### config.mk
export PLATFORM = sky130hd
export DESIGN_NAME = lage_ctrl
export DESIGN_NICKNAME = d
export VERILOG_FILES = /design/src/lage_pkg.sv /design/src/lage_ctrl.sv
export SDC_FILE = /design/constraint.sdc
export NUM_CORES = 1
export LEC_CHECK = 0
export ABC_AREA = 1
export BUFFER_PORTS_ARGS = -buffer_cell sky130_fd_sc_hd__buf_4
export CAP_MARGIN = 20
export CORE_AREA = 4 4 64 66
export CTS_BUF_LIST = sky130_fd_sc_hd__clkbuf_16
export DETAILED_ROUTE_END_ITERATION = 6
export DIE_AREA = 0 0 68 70
export GPL_TIMING_DRIVEN = 0
export PLACE_DENSITY = 0.84
export SLEW_MARGIN = 10
export SYNTH_ARGS = -nofsm -noshare
export SYNTH_HDL_FRONTEND = slang
export SYNTH_SLANG_ARGS = --single-unit
export TNS_END_PERCENT = 10
### constraint.sdc
create_clock -name clk -period 4.7 [get_ports clk]
set_input_delay 0.235 -clock clk [delete_from_list [all_inputs] [get_ports clk]]
set_output_delay 0.235 -clock clk [all_outputs]
set_load 0.01 [all_outputs]
### src/lage_pkg.sv
package lage_pkg;

  localparam int DEF_ROWS = 64;
  localparam int DEF_COLS = 64;

  localparam logic [3:0] SURVIVE_LO = 4'd2;
  localparam logic [3:0] BIRTH_CNT  = 4'd3;

  typedef enum logic [1:0] {
    OP_SET  = 2'd0,
    OP_ADV  = 2'd1,
    OP_READ = 2'd2,
    OP_NONE = 2'd3
  } opcode_t;

  typedef enum logic [1:0] {
    NS_EMPTY = 2'd0,
    NS_LIVES = 2'd1,
    NS_DIES  = 2'd2
  } next_status_t;

  typedef enum logic [2:0] {
    ST_CLEAR,
    ST_IDLE,
    ST_SET,
    ST_ADV,
    ST_READ,
    ST_RESP
  } state_t;

  typedef enum logic [1:0] {
    WR_ZERO,
    WR_SET,
    WR_FRESH
  } wr_mode_t;

  typedef enum logic [1:0] {
    RES_NONE,
    RES_ACK,
    RES_CELL
  } res_kind_t;

  typedef struct packed {
    logic      load_req;
    logic      rd_en;
    logic      wr_en;
    wr_mode_t  wr_mode;
    logic      win_clear;
    logic      win_shift;
    logic      shift_zero;
    logic      res_load;
    res_kind_t res_kind;
  } dp_cmd_t;

  typedef struct packed {
    logic col_in;
  } dp_status_t;

  // live cells among the eight around the center of a 3x3 patch
  function automatic logic [3:0] nbr_count(input logic [2:0] a, input logic [2:0] m,
                                           input logic [2:0] b);
    nbr_count = 4'(a[0]) + 4'(a[1]) + 4'(a[2]) + 4'(m[0]) + 4'(m[2])
              + 4'(b[0]) + 4'(b[1]) + 4'(b[2]);
  endfunction

  function automatic logic next_alive(input logic alive, input logic [3:0] n);
    if (alive) begin
      next_alive = (n == SURVIVE_LO) || (n == BIRTH_CNT);
    end else begin
      next_alive = (n == BIRTH_CNT);
    end
  endfunction

endpackage

### src/lage_ctrl.sv
module lage_ctrl
  import lage_pkg::*;
#(
  parameter int ROWS = DEF_ROWS,
  localparam int RW = $clog2(ROWS)
) (
  input  logic          clk,
  input  logic          rst,
  input  logic          in_valid,
  output logic          in_ready,
  input  logic [1:0]    in_opcode,
  input  logic [5:0]    in_row,
  output logic          out_valid,
  input  logic          out_ready,
  input  dp_status_t    status,
  output dp_cmd_t       cmd,
  output logic [RW-1:0] rd_addr,
  output logic [RW-1:0] wr_addr
);

  localparam int XW = ((RW > 6) ? RW : 6) + 2;
  localparam int CW = $clog2(ROWS + 3);

  state_t       state;
  state_t       state_next;
  logic [CW-1:0] cnt;
  logic [CW-1:0] cnt_next;
  logic [CW-1:0] cnt_m3;
  opcode_t      op;
  logic [5:0]   row;
  logic         pend;

  logic [XW-1:0] row_x;
  logic [XW-1:0] base;
  logic [XW-1:0] rd_idx;
  logic          rd_in;
  logic          addr_ok;

  assign row_x  = XW'(row);
  // advance walks from row 0, a read from the row above the cell
  assign base   = (op == OP_ADV) ? XW'(0) : row_x - XW'(1);
  assign rd_idx = base + XW'(cnt);
  assign rd_in  = rd_idx < XW'(ROWS);
  assign addr_ok = (row_x < XW'(ROWS)) && status.col_in;
  assign cnt_m3 = cnt - CW'(3);

  always_comb begin
    state_next = state;
    case (state)
      ST_CLEAR: begin
        if (cnt == CW'(ROWS - 1)) state_next = ST_IDLE;
      end
      ST_IDLE: begin
        if (in_valid) begin
          case (opcode_t'(in_opcode))
            OP_SET:  state_next = ST_SET;
            OP_ADV:  state_next = ST_ADV;
            OP_READ: state_next = ST_READ;
            default: state_next = ST_RESP;
          endcase
        end
      end
      ST_SET: begin
        if (cnt != '0) state_next = ST_RESP;
      end
      ST_ADV: begin
        if (cnt == CW'(ROWS + 2)) state_next = ST_RESP;
      end
      ST_READ: begin
        if (cnt == CW'(3)) state_next = ST_RESP;
      end
      ST_RESP: begin
        if (!out_valid || out_ready) state_next = ST_IDLE;
      end
      default: state_next = ST_IDLE;
    endcase
  end

  always_comb begin
    cmd      = '0;
    in_ready = 1'b0;
    rd_addr  = rd_idx[RW-1:0];
    wr_addr  = cnt_m3[RW-1:0];
    case (state)
      ST_CLEAR: begin
        cmd.wr_en   = 1'b1;
        cmd.wr_mode = WR_ZERO;
        wr_addr     = cnt[RW-1:0];
      end
      ST_IDLE: begin
        in_ready     = 1'b1;
        cmd.load_req = in_valid;
      end
      ST_SET: begin
        rd_addr     = row_x[RW-1:0];
        wr_addr     = row_x[RW-1:0];
        cmd.wr_mode = WR_SET;
        if (cnt == '0) begin
          cmd.rd_en = addr_ok;
        end else begin
          cmd.wr_en = addr_ok;
        end
      end
      ST_ADV: begin
        cmd.win_clear  = (cnt == '0);
        cmd.rd_en      = rd_in;
        cmd.win_shift  = (cnt != '0) && (cnt <= CW'(ROWS + 1));
        cmd.shift_zero = !pend;
        cmd.wr_en      = (cnt >= CW'(3));
        cmd.wr_mode    = WR_FRESH;
      end
      ST_READ: begin
        cmd.win_clear  = (cnt == '0);
        cmd.rd_en      = (cnt < CW'(3)) && rd_in;
        cmd.win_shift  = (cnt != '0);
        cmd.shift_zero = !pend;
      end
      ST_RESP: begin
        cmd.res_load = !out_valid || out_ready;
        case (op)
          OP_SET, OP_ADV: cmd.res_kind = RES_ACK;
          OP_READ:        cmd.res_kind = addr_ok ? RES_CELL : RES_ACK;
          default:        cmd.res_kind = RES_NONE;
        endcase
      end
      default: begin
        cmd = '0;
      end
    endcase
  end

  assign cnt_next = ((state_next != state) || (state == ST_IDLE)) ? '0 : cnt + CW'(1);

  always_ff @(posedge clk) begin
    if (rst) begin
      state     <= ST_CLEAR;
      cnt       <= '0;
      pend      <= 1'b0;
      out_valid <= 1'b0;
    end else begin
      state <= state_next;
      cnt   <= cnt_next;
      pend  <= cmd.rd_en;
      if (cmd.res_load) begin
        out_valid <= 1'b1;
      end else if (out_ready) begin
        out_valid <= 1'b0;
      end
    end
  end

  always_ff @(posedge clk) begin
    if (in_valid && in_ready) begin
      op  <= opcode_t'(in_opcode);
      row <= in_row;
    end
  end

  // never read a row in the cycle it is rewritten
  a_no_rw_clash: assert property (@(posedge clk) disable iff (rst)
    (cmd.rd_en && cmd.wr_en) |-> (rd_addr != wr_addr))
    else $error("read and write of the same grid row");

  // a result only lands in a free output register
  a_res_free: assert property (@(posedge clk) disable iff (rst)
    cmd.res_load |-> (!out_valid || out_ready))
    else $error("result overwrote a pending transaction");

  // one request at a time
  a_one_req: assert property (@(posedge clk) disable iff (rst)
    (in_valid && in_ready) |=> !in_ready)
    else $error("second request taken while busy");

  // window never cleared and shifted together
  a_win: assert property (@(posedge clk) disable iff (rst)
    !(cmd.win_clear && cmd.win_shift))
    else $error("window clear and shift at once");

endmodule

Yosys cells after proc, flatten, opt, wreduce, memory -nomap -nowiden --
Cells that the tools add are included.
Word-level totals: register bits after elaboration 20, bits of input ports 13, output and inout port bits 25
Operators by class: add/sub/neg operators 4, order comparisons 5, equal/unequal tests 13, mux-type cells 23, reduce and logical (&&, ||, !) cells 16
Operators with widths (count):
- $mux 3 | 7
- $pmux 3 s3 | 2
- $pmux 3 s6 | 1
- $pmux 6 s2 | 1
- $add 8x7->8 | 1
- $lt 8x7->1 const B | 1
- $mux 8 | 1
- $add 7x1->7 const B | 1
- $eq 7x2->1 const B | 1
- $eq 7x6->1 const B | 1
- $eq 7x7->1 const B | 1
- $ge 7x2->1 const B | 1
- $le 7x7->1 const B | 1
- $logic_not 7->1 | 1
- $lt 6x7->1 const B | 1
- $lt 7x2->1 const B | 1
- $reduce_bool 7->1 | 1
- $sub 6x1->7 const B | 1
- $eq 3x2->1 const B | 2
- $eq 3x3->1 const B | 2
- $mux 1 | 6
- $mux 6 | 1
- $pmux 3 s2 | 1
- $sub 6x2->6 const B | 1
- 14 further kinds | 23

Logic depth before layout (Yosys ltp) --
depth after elaboration 7, mapped depth 16, mapped depth without buffers 16

Worst setup path before layout --
OpenSTA, ideal clock, no wires.
path kind reg-to-output, from register row[0], to output cmd[9] (netlist name), arrival time 2128 ps, setup slack 2337 ps, cell stages (with the launch flop) 14, cells stage by stage edfxtp_1 > inv_1 > ha_1 > inv_1 > nor2_1 > nand2_1 > nor3_1 > ha_1 > a21oi_1 > a21boi_0 > nand2_1 > nand2_1 > nand4_1 > nand2_1
RTL lines:
- start, declared | line lage_ctrl.sv:30 | logic [5:0] row;
- start signal, assigned | line lage_ctrl.sv:155 | row <= in_row;
- end, declared | line lage_ctrl.sv:16 | output dp_cmd_t cmd,

==> summary.txt <==
Max IR drop VDD = 0.303 mV
worst-skew pair later-pin latency = 0.26 ns
Pwr Density = 444 nW/um^2
antenna violations before repair = 0
largest net degree at the start of global routing = 13
share of cells above drive strength 1 = 27.7%
RSZ-0062 raised after global routing = false
CP Cell Sequence = inv_1 > ha_1 > inv_1 > nor2_1 > nand2_1 > nor3_1 > ha_1 > a21oi_1 > a21boi_0 > nand2_1 > nand2_1 > nand4_1 > nand2_1 > buf_4
clock buffer depth = 2
register area share after synthesis = 25.8%
gr ovfl total = 0
initial detailed-routing violation count = 95
setup TNS = 0 ns
Post-CTS Hold Fix Bufs = 0
Hold WC Path Type = in -> reg
DP HPWL = 3.61 mm
Tmin final = 3.06 ns
Root Buffer = clkbuf_16
Die Y = 70 microns
flops & latches, synth = 20
H-Tree Depth = 1
n_diodes = 0
P_leak = 1.16 nW
Total Routed Length = 4.62 mm
I/O pin count = 38
Avg Cell Area, Syn = 6.92 sq um
max incr delay on CP = 0.43 ns
FMAX = 327 MHz
Setup violations, final = 0
DR WL/cell = 12.9 microns
Hold Slack = 0.151 ns
Final ANT Viol Nets = 0
# rows = 22
Die X = 68 microns
wire length of the first global-routing pass = 7.82 mm
Worst slew margin = 69.9%
initial core utilization = 52.0%
GR Util All Layers = 20.8%
Reg clk slew, reported paths = 0.06 ns
postcts setup bufs = 0
critical path data required time = 4.47 ns
crit start category = register
status = completed
Worst-Margin Slew = 0.450 ns
die area = 4760 sq um
post-synth cell types = 33
Final period util = 65.1%
Post-route DRC = 0
Post-Syn Instances = 269
TritonCTS clock tree = yes
number of global-route vias before repair = 1809
Crit-path slowest cell = edfxtp_1
P&R area growth vs syn = 23.8%
post-CTS resize count = 0
syn_nets = 295
MaxCap Viol Count = 0
TritonCTS Sinks = 20
vias per cell = 5.31
Layout Nets = 337
Max Slew Vio Count = 0
path type of the worst setup path = reg -> out
synth warn = 0
Core Util, Final = 64.4%
TritonCTS Buffers = 3
Crit Path Max Fanout = 4
port bufs = 37
final hold vios = 0
most frequent CP cell = nand2_1
cell area after synthesis = 1860 sq um
drt pass-1 iters = 4
nature of the critical path endpoint = primary output
Worst Path Arrival = 2.83 ns
area of the core = 3580 sq um
via count = 1901
GP Congestion = 0.875
clock skew = 0.00467 ns
==> final cells by class <==
class,count,area [sq um]
Inverter,48,180
Clock buffer,3,75.1
Clock inverter,1,30.0
Multi-Input combinational cell,199,1180
Fill cell,323,1270
Buffer,2,16.3
Timing Repair Buffer,37,278
Sequential cell,20,480
Tap cell,48,60.1
==> cell usage after synthesis <==
master    instances  area [sq um]
xor2_1            5          43.8
nand3_1          18          90.1
ha_1             12           150
inv_1            39           146
edfxtp_1          8           240
nand2_4           4          45.0
nor2_2           12          75.1
a21boi_0          1          7.51
fa_1              1          20.0
o21bai_1          1          7.51
nand2_2          10          62.6
o221ai_1          3          26.3
o21ai_0          16          80.1
and2_1            1          6.26
nor2_8            1          20.0
buf_2             1          5.00
nand2_1          53           199
o21a_1            2          15.0
o31ai_1           1          7.51
inv_2             9          33.8
dfxtp_1          12           240
nor3_1            3          15.0
a31oi_1           2          12.5
buf_6             1          11.3
nor2_4            5          56.3
nor2_1           24          90.1
xnor2_1           1          8.76
a21o_1            1          7.51
nor4_1            1          6.26
nand4_1           7          43.8
nand3_2           2          20.0
a21oi_1           9          45.0
o211ai_1          3          22.5
==> layout by cell type, fill, tap and decap left out, types with 2 or more instances in the layout <==
cell and count:
nor2_4 5, inv_2 9, nand2_4 4, a21oi_1 9, o211ai_1 3, nand2_1 53, edfxtp_1 8, nor2_2 12
nand3_2 2, nor2_1 24, nand2_2 10, a31oi_1 2, o221ai_1 3, inv_1 39, nand3_1 18, nor3_1 3
buf_4 37, nand4_1 7, ha_1 12, clkbuf_16 3, o21a_1 2, dfxtp_1 12, xor2_1 5, o21ai_0 16
==> cells by family (layout without fill, tap and decap cells) <==
group | after synthesis | in the layout | synth area share [%]
compound gates | 39 | 39 | 12.4
flops | 20 | 20 | 25.8
fa+ha+maj | 13 | 13 | 9.15
simple gates | 141 | 141 | 39.2
buf+inv | 50 | 91 | 10.6
xor+xnor | 6 | 6 | 2.82
==> power by group <==
group          total (W)  switching (W)  internal [W]
logic           0.000555       0.000336      0.000219
clock network   0.000236      0.0000670      0.000169
registers       0.000231      0.0000261      0.000205
total            0.00102       0.000429      0.000593
==> final timing paths <==
| kind | slack (ns) | start | to | depth (start not counted) |
|---|---|---|---|---|
| setup / recovery | 1.64 | row[0]$_DFFE_PP_ | cmd[9] | 14 |
| hold reg to reg | 0.54 | cnt[0]$_SDFF_PP0_ | cnt[0]$_SDFF_PP0_ | 1 |
| setup reg to reg | 2.13 | row[0]$_DFFE_PP_ | pend$_SDFF_PP0_ | 13 |
| hold / removal | 0.15 | rst | state[0]$_SDFF_PP0_ | 2 |
==> metrics by stage <==
step | power, W | setup slack, ns | std cells | cell area (sq um)
after floorplan | 0.000586 | 2.34 | 269 | 1860
after detailed placement | 0.000773 | 1.91 | 354 | 2200
after global placement | 0.000764 | 1.95 | 354 | 2200
after CTS | 0.00102 | 1.64 | 358 | 2300
final | 0.00102 | 1.64 | 358 | 2300
after global routing | 0.00110 | 1.26 | 358 | 2300
==> flip-flops by register name (all words and copies together) (netlist names) <==
| signal | count |
|---|---|
| cnt | 7 |
| row | 6 |
| state | 3 |
| op | 2 |
| out_valid | 1 |
| pend | 1 |
==> layer usage <==
metal | routed length, microns | GRT usage, % | part of all wire [%] | vias up
met5 | 0 | 0 | 0 | -
met4 | 138 | 7.73 | 3.0 | 0
met3 | 304 | 4.34 | 6.6 | 14
met2 | 2180 | 32.7 | 47 | 64
met1 | 2000 | 27.4 | 43 | 862
li1 | - | - | - | 961
==> worst max-delay path, delay by kind of cell, from the launching register on <==
kind | cells | cell delay [ns]
flops | 1 | 0.43
compound gates | 2 | 0.39
simple gates | 7 | 0.96
fa+ha+maj | 2 | 0.52
buf+inv | 3 | 0.28
Note: power is estimated with default switching activity, not from simulation.
